<file path="config.mk">
export PLATFORM = sky130hd
export DESIGN_NAME = ptf_controller
export DESIGN_NICKNAME = d
export VERILOG_FILES = /design/src/design/ptf_pkg.sv /design/src/design/ptf_controller.sv
export VERILOG_INCLUDE_DIRS = /design/src /design/src/design
export SDC_FILE = /design/constraint.sdc
export NUM_CORES = 1
export LEC_CHECK = 0
export BUFFER_PORTS_ARGS = -buffer_cell sky130_fd_sc_hd__buf_2
export CORE_AREA = 2 2 39 41
export CTS_CLUSTER_DIAMETER = 80
export DETAILED_ROUTE_END_ITERATION = 8
export DIE_AREA = 0 0 41 43
export PLACE_DENSITY = 0.44
export REMOVE_ABC_BUFFERS = 1
export SYNTH_ARGS = -nofsm -noshare
export SYNTH_HDL_FRONTEND = slang
export SYNTH_SLANG_ARGS = --single-unit
export TNS_END_PERCENT = 100
</file>
<file path="constraint.sdc">
create_clock -name clk -period 1.1 [get_ports clk]
set_input_delay 0.11 -clock clk [delete_from_list [all_inputs] [get_ports clk]]
set_output_delay 0.11 -clock clk [all_outputs]
set_load 0.005 [all_outputs]
</file>
<file path="src/design/paletted_texel_fetch_defines.svh">
// ----------------------------------------------------------------------------
// paletted_texel_fetch_defines
// assertion macros used by the paletted texel fetch controller
// ----------------------------------------------------------------------------
`ifndef PALETTED_TEXEL_FETCH_DEFINES_SVH
`define PALETTED_TEXEL_FETCH_DEFINES_SVH

// same-cycle implication, disabled while reset is asserted
`define PTF_ASSERT_NOW(label, clk, rst_n, ante, cons, msg) \
	label: assert property (@(posedge clk) disable iff (!rst_n) (ante) |-> (cons)) \
		else $error(msg);

// next-cycle implication, disabled while reset is asserted
`define PTF_ASSERT_NEXT(label, clk, rst_n, ante, cons, msg) \
	label: assert property (@(posedge clk) disable iff (!rst_n) (ante) |=> (cons)) \
		else $error(msg);

`endif

</file>
<file path="src/design/ptf_pkg.sv">
// ----------------------------------------------------------------------------
// ptf_pkg
// shared types and constants of the paletted texel fetch block
// ----------------------------------------------------------------------------
package ptf_pkg;

	// command codes carried in s_tuser
	localparam logic [1:0] CMD_WRITE  = 2'd0;
	localparam logic [1:0] CMD_READ   = 2'd1;
	localparam logic [1:0] CMD_DECODE = 2'd2;

	// texture formats from page word bits 8:7, anything else is direct 16-bit
	localparam logic [1:0] FMT_4BIT = 2'd0;
	localparam logic [1:0] FMT_8BIT = 2'd1;

	// beat widths
	localparam int CMD_W     = 2;
	localparam int S_TDATA_W = 88;
	localparam int M_TDATA_W = 48;

	// coordinate width: holds every computed column or row and the largest store edge
	localparam int COORD_W = 13;

	localparam logic [7:0] ALPHA_OPAQUE = 8'hff;

	// controller to datapath
	typedef struct packed {
		logic clear_wr;   // write zero at the sweep address
		logic first_acc;  // input beat accepted: first store access
		logic second_rd;  // palette entry read
		logic out_load;   // load the output register
	} ptf_cmd_t;

	// datapath to controller
	typedef struct packed {
		logic clear_last; // sweep is at the last address
		logic in_result;  // offered beat is a read or a decode
		logic paletted;   // held decode needs a palette read
	} ptf_sts_t;

endpackage

</file>
<file path="src/design/ptf_controller.sv">
// ----------------------------------------------------------------------------
// ptf_controller
// sequencer for store clearing, access ordering and output handshake
// ----------------------------------------------------------------------------
`include "paletted_texel_fetch_defines.svh"

module ptf_controller import ptf_pkg::*; (
	input  logic     clk,
	input  logic     arst_n,
	input  logic     s_tvalid,
	output logic     s_tready,
	output logic     m_tvalid,
	input  logic     m_tready,
	input  ptf_sts_t sts,
	output ptf_cmd_t cmd
);

	localparam logic [1:0] S_CLEAR = 2'd0;
	localparam logic [1:0] S_IDLE  = 2'd1;
	localparam logic [1:0] S_WAIT1 = 2'd2;
	localparam logic [1:0] S_WAIT2 = 2'd3;

	logic [1:0] state_q, state_nxt;
	logic       m_tvalid_q;
	logic       out_free;

	assign out_free = !m_tvalid_q || m_tready;
	assign s_tready = (state_q == S_IDLE);
	assign m_tvalid = m_tvalid_q;

	// next state and commands
	always_comb begin
		state_nxt = state_q;
		cmd       = '0;
		unique case (state_q)
			S_CLEAR: begin
				cmd.clear_wr = 1'b1;
				if (sts.clear_last) begin
					state_nxt = S_IDLE;
				end
			end
			S_IDLE: begin
				if (s_tvalid) begin
					cmd.first_acc = 1'b1;
					if (sts.in_result) begin
						state_nxt = S_WAIT1;
					end
				end
			end
			S_WAIT1: begin
				if (sts.paletted) begin
					cmd.second_rd = 1'b1;
					state_nxt     = S_WAIT2;
				end else if (out_free) begin
					cmd.out_load = 1'b1;
					state_nxt    = S_IDLE;
				end
			end
			S_WAIT2: begin
				if (out_free) begin
					cmd.out_load = 1'b1;
					state_nxt    = S_IDLE;
				end
			end
			default: state_nxt = S_CLEAR;
		endcase
	end

	// state and output valid
	always_ff @(posedge clk or negedge arst_n) begin
		if (!arst_n) begin
			state_q    <= S_CLEAR;
			m_tvalid_q <= 1'b0;
		end else begin
			state_q <= state_nxt;
			if (cmd.out_load) begin
				m_tvalid_q <= 1'b1;
			end else if (m_tready) begin
				m_tvalid_q <= 1'b0;
			end
		end
	end

	// checks
	`PTF_ASSERT_NOW(a_load_slot_free, clk, arst_n, cmd.out_load, out_free, "output overwritten")
	`PTF_ASSERT_NOW(a_second_rd_src, clk, arst_n, cmd.second_rd,
		(state_q == S_WAIT1) && sts.paletted, "palette read out of sequence")
	`PTF_ASSERT_NEXT(a_result_wait, clk, arst_n, s_tvalid && s_tready && sts.in_result,
		state_q == S_WAIT1, "result beat not followed by store wait")
	`PTF_ASSERT_NEXT(a_clear_no_out, clk, arst_n, state_q == S_CLEAR,
		!m_tvalid_q, "output during clearing")

endmodule

</file>
==> results of run 1 <==
## area by class of cell
class                           instances  area, um2  share of cell area, %
Multi-Input combinational cell         14      120.1                  34.04
Timing Repair Buffer                   17      106.4                  30.14
Sequential cell                         3      76.32                  21.63
Clock buffer                            4      26.28                  7.447
Tap cell                               16      20.02                  5.674
Inverter                                1      3.754                  1.064
## critical path: stages (launching register included)
cell and delay (ns):
dfrtp_1 0.40, nand2b_4 0.15, and3_4 0.16, buf_6 0.11
## layer usage
layer	GRT usage (%)	vias to the layer above	share of wire, %
met5	0	-	0
met4	8.000	0	0
met3	1.571	0	3.2
met2	9.375	5	63
met1	5.844	105	34
li1	-	108	-
## placed cells by master (no fill, tap or decap), types with 2 or more instances in the layout
cell      Yosys  routed
a31oi_1       2       2
buf_4         0       4
clkbuf_4      0       3
buf_2         0      11
dfrtp_1       3       2
## repair_timing
item | 4_1_cts | 5_1_grt
cloned | 0 | 0
endpoints found under the setup margin | 3 | 4
resized for setup | 2 | 4
hold endpoints to repair | 3 | 0
pin swaps | 3 | 0
buffers inserted | 3 | 1
hold buffers | 1 | 0
## Yosys cell counts
master and n:
a21bo_2 1, a31oi_1 2, and2_1 1, and3_1 1, and3_2 1, dfrtp_1 3
inv_1 1, nand2b_1 1, nand2b_4 1, nor2_1 2, nor2b_2 1, nor4b_1 1
o21bai_1 1, o22ai_1 1
## state kept, by name, indices dropped and copies added (netlist names)
name      flops
m_tvalid      1
state_q       2
## cells by family (layout without fill, tap and decap cells)
group | count (synthesis) | count (layout)
AOI/OAI and AO/OA | 5 | 5
buffers and inverters | 1 | 22
DFF | 3 | 3
and+or+nand+nor | 9 | 9
## worst max path at each step
stage	end	slack, ns	startpoint	cells after the start
global route	cmd[0]	-0.10	state_q[0]	3
CTS	cmd[0]	-0.07	state_q[0]	3
detailed placement	state_q[0]	0.10	state_q[0]	2
global placement	cmd[0]	0.13	state_q[0]	3
finish	cmd[0]	-0.06	state_q[0]	3
floorplan	state_q[0]	0.20	state_q[0]	2
## metrics by stage
step	cells	utilization [%]	worst slack (ns)	TNS [ns]	area, um2
detailed placement	46	18.81	0.1014	0	260.3
global placement	46	18.81	0.1253	0	260.3
CTS	54	23.51	-0.07094	-0.1157	325.3
global route	55	25.50	-0.1009	-0.2606	352.8
finish	55	25.50	-0.05611	-0.07922	352.8
floorplan	18	-	0.2023	0	180.2
## where the power goes
part	switching, W	total (W)	internal, W	leakage [nW]
logic	0.000172	0.000492	0.000319	0.130
registers	0.0000732	0.000243	0.000170	0.0341
clock network	0.0000518	0.000187	0.000136	0.0150
==> run_results.csv, run 1 <==
group,metric,value,unit
timing,rsz0062_at_grt,"true",
clock_network,ctsRootBufferMaster,"clkbuf_4",
hold_path,hold_depth,3,
floorplan,die_w,41,um
floorplan,rows,14,
finish,area_growth,95.83,%
yosys,yosys.cell_types.count,14,
timing,setup_violations,2,
route,routedWlPerCell,8.982,um
hold_path,hold_start,"sts[2]",
route,drc,0,
critical_path,worstPathRequired,0.99,ns
floorplan,die_area,1763,um2
timing,drv_slew,0,
route,ant_nets,0,
route,first_pass_iters,3,
yosys,yosysWarnings,0,
yosys,synth_xor_area_share,0,%
yosys,synth_cells,18,
timing,worst_hold_slack,0.1932,ns
hold_path,hold-path-endpoint,"state_q[0]",
critical_path,critical_path_class,"reg -> out",
yosys,yosysTopAreaCell,"dfrtp_1",
timing,fin_crit,1.156,ns
timing,finalHoldViolations,0,
pwr,powerDensity,2613,nW/um2
global_route,grt_usage,6.344,%
timing,slew_headroom,87.17,%
run_status,outcome,"complete, but fails checks",
timing,setup_ws,-0.05611,ns
critical_path,reg2reg_setup_slack,0.09,ns
floorplan,core_region_area,1384,um2
finish,fillCellCount,171,
yosys,synth_top_area_share,41.67,%
route,initialDrtViolationCount,4,
clock_network,cts_sinks,3,
global_route,grt_pass1_vias,206,
timing,fmaxAchievable,865.0,MHz
pwr,total_power,0.0009219,W
floorplan,die_y,43,um
yosys,syn_area,180.2,um2
yosys,synth_simple_gate_area_share,36.11,%
placed_design,gp_congestion,0.5138,
yosys,ys_top_cells_by_area,"dfrtp_1 42%, nand2b_4 7.6%, a31oi_1 6.9%, a21bo_2 5.6%, nor2b_2 4.9%",
route,vias,218,
job,drv_cap,0,
clock_network,clockBufferDepth,2,
finish,antenna_cells,0,
global_route,antenna_found_initial,0,
yosys,syn_area_per_cell,10.01,um2
yosys,yosysSeqAreaShare,41.67,%
yosys,synth_mux_area_share,0,%
critical_path,crit_fanout,4,
critical_path,r2r_end,"state_q[0]",
clock_network,clkLatencyLatePin,0.23,ns
critical_path,end_kind,"primary output",
clock_network,cts.clk_slew.worst_paths,0.03,ns
placed_design,io_buffers,12,
hold_path,hp-class,"in -> reg",
yosys,synth_compound_area_share,20.14,%
critical_path,startpoint_type,"register",
yosys,synth_top_family_by_area,"simple AND/OR/NAND/NOR gates",
placed_design,hpwl,342.4,um
finish,layout-drive-gt1-share,69.23,%
pwr,irDropWorstVdd,463.9,uV
finish,nNetsFinal,47,
timing,worst_slew_pin_slew,0.1915,ns
global_route,grt_pass1_wl,690,um
run_status,violations,"negative setup slack",
floorplan,initial_utilization,13.02,%
yosys,ys_ff_latch,3,
timing,fin_crit_sh,105.1,%
clock_network,cts_max_level,1,
clock_network,cts_inserted_buffers,3,
yosys,yosys.area_share.adder,0,%
clock_network,cts_tree,"built",
floorplan,io_pins,13,
global_route,overflow,0,
critical_path,reg2reg_depth,3,
critical_path,r2r_start,"state_q[0]",
critical_path,worstPathArrival,1.05,ns
route,wl,494,um
timing,skew,0.001659,ns
route,drt-vias-per-instance,3.964,
global_route,grt_max_degree,8,
pwr,leakagePower,0.1789,nW
Power figures use the tool's default switching activity.
==> run 2, diff against run 1 <==
--- a/config.mk
+++ b/config.mk
@@ -8,6 +8,7 @@
 export LEC_CHECK = 0
 export BUFFER_PORTS_ARGS = -buffer_cell sky130_fd_sc_hd__buf_2
 export CORE_AREA = 2 2 39 41
+export CTS_BUF_LIST = sky130_fd_sc_hd__clkbuf_16
 export CTS_CLUSTER_DIAMETER = 80
 export DETAILED_ROUTE_END_ITERATION = 8
 export DIE_AREA = 0 0 41 43
==> run 2 against run 1 <==
Against the previous run:
- the run still ends with negative setup slack left
- critical path depth stayed put
- power is 40% higher
- count of clock-buffer cells in the layout is 1 lower
- register-to-register slack hardly changed
- global-route usage is 0.50 points higher
- first-iteration DRC count is 25% lower
- largest power group is now clock
- highest routed layer unchanged
==> run_results.csv, run 2 (synthesis results as in run 1) <==
group,metric,value,unit
run_status,outcome,"complete, but fails checks",
run_status,violations,"negative setup slack",
clock_network,clockBufferDepth,2,
route,drc,0,
pwr,switching_share,26.05,%
finish,layout-drive-gt1-share,69.23,%
route,drt-vias-per-instance,4.073,
pwr,combPwrFrac,37.8,%
timing,rsz0062_at_grt,"true",
pwr,seqPwrFrac,18.8,%
clock_network,cts.clk_slew.worst_paths,0.03,ns
timing,fin_setup_tns,-0.06352,ns
route,ant_nets,0,
timing,skew,0.0008391,ns
finish,top_register,"state_q",
finish,area_growth,125.0,%
pwr,irDropWorstVdd,662.7,uV
critical_path,worstPathArrival,1.04,ns
finish,nNetsFinal,47,
pwr,p_sw,0.0003372,W
floorplan,initial_utilization,13.02,%
route,wl,510,um
floorplan,die_y,43,um
timing,fin_crit,1.148,ns
placed_design,io_buffers,12,
route,first_pass_iters,2,
clock_network,cts_inserted_buffers,3,
finish,final_common_cell,"buf_2",
route,routedWlPerCell,9.273,um
critical_path,startpoint_type,"register",
global_route,grt_usage,6.848,%
critical_path,cp-startpoint,"state_q[0]",
timing,drv_slew,0,
critical_path,critical_path_class,"reg -> out",
job,drv_cap,0,
critical_path,end_kind,"primary output",
pwr,powerDensity,3193,nW/um2
global_route,overflow,0,
timing,setup_violations,2,
clock_network,cts_max_level,1,
finish,largest_reg_flops,2,
finish,final_cell_mix,"11 x buf_2, 4 x buf_4, 3 x clkbuf_16",
timing,fin_crit_sh,104.4,%
critical_path,r2r_start,"state_q[0]",
floorplan,core_region_area,1384,um2
placed_design,gp_congestion,0.5138,
timing,worst_slew_pin_slew,0.2051,ns
route,initialDrtViolationCount,3,
timing,slew_headroom,86.29,%
floorplan,die_w,41,um
route,vias,224,
clock_network,ctsRootBufferMaster,"clkbuf_16",
floorplan,rows,14,
timing,fmaxAchievable,871.0,MHz
hold_path,hold_start,"sts[2]",
finish,antenna_cells,0,
global_route,antenna_found_initial,0,
global_route,grt_pass1_wl,703,um
global_route,grt_max_degree,8,
hold_path,hp-class,"in -> reg",
clock_network,cts_tree,"built",
floorplan,die_area,1763,um2
clock_network,cts_sinks,3,
critical_path,worstPathRequired,0.99,ns
clock_network,clkLatencyLatePin,0.22,ns
placed_design,hpwl,342.4,um
pwr,p_int,0.0009573,W
pwr,clkPwrFrac,43.4,%
timing,finalHoldViolations,0,
timing,setup_ws,-0.04809,ns
critical_path,crit_fanout,4,
floorplan,io_pins,13,
finish,post-route-util,29.29,%
global_route,grt_pass1_vias,207,
pwr,leakagePower,0.2062,nW
==> run 2: layout make-up <==
type,count,area (um2)
Fill cell,161,978.4
Multi-Input combinational cell,14,120.1
Timing Repair Buffer,17,106.4
Sequential cell,3,76.32
Clock buffer,3,75.07
Tap cell,16,20.02
Clock inverter,1,3.754
Inverter,1,3.754
==> run 2: final timing paths <==
path	to	slack, ns	cells past startpoint
max in group asynchronous	state_q[1]	0.77	2
min reg2reg	state_q[1]	0.64	2
min	state_q[0]	0.20	3
max	cmd[0]	-0.05	3
min in group asynchronous	m_tvalid	0.21	2
max reg2reg	state_q[0]	0.08	3
==> run 2: power by group through the flow <==
stage / combinational [W] / clock, W / sequential (W)
6_report: 0.000490 / 0.000561 / 0.000243
5_1_grt: 0.000540 / 0.000581 / 0.000254
4_1_cts: 0.000418 / 0.000569 / 0.000239
3_5_place_dp: 0.000319 / 0 / 0.000242
3_3_place_gp: 0.000321 / 0 / 0.000243
2_1_floorplan: 0.000193 / 0 / 0.000228
==> run 2: timing repair <==
item / in CTS / in global routing
hold endpoints to repair: 3 / 0
resized for setup: 2 / 4
gates cloned: 0 / 0
setup endpoints to repair: 3 / 4
hold buffers: 1 / 0
pin swaps: 2 / 1
setup buffers: 3 / 1
==> run 2: metal layers <==
metal  track usage [%]  vias up  wire [um]
met5                 0        -          0
met3             4.712        0         16
met1             5.844      110        180
li1                  -      109          -
met4             8.000        0          0
met2             9.063        5        313
==> run 2: per-stage QoR <==
stage          instance area, um2  cells  worst slack, ns  total power, W  hold slack [ns]
2_1_floorplan               180.2     18           0.2023       0.0004213          -0.1856
3_3_place_gp                260.3     46           0.1253       0.0005640         -0.09046
3_5_place_dp                260.3     46           0.1014       0.0005605         -0.09209
4_1_cts                     377.9     54         -0.05497        0.001226           0.2052
5_1_grt                     405.4     55         -0.08318        0.001374           0.2237
6_report                    405.4     55         -0.04809        0.001295           0.1994
==> run 2: worst max-delay path, stage by stage, from the launching register on <==
cell and delay (ns):
dfrtp_1 0.39, nand2b_4 0.15, and3_4 0.16, buf_6 0.11
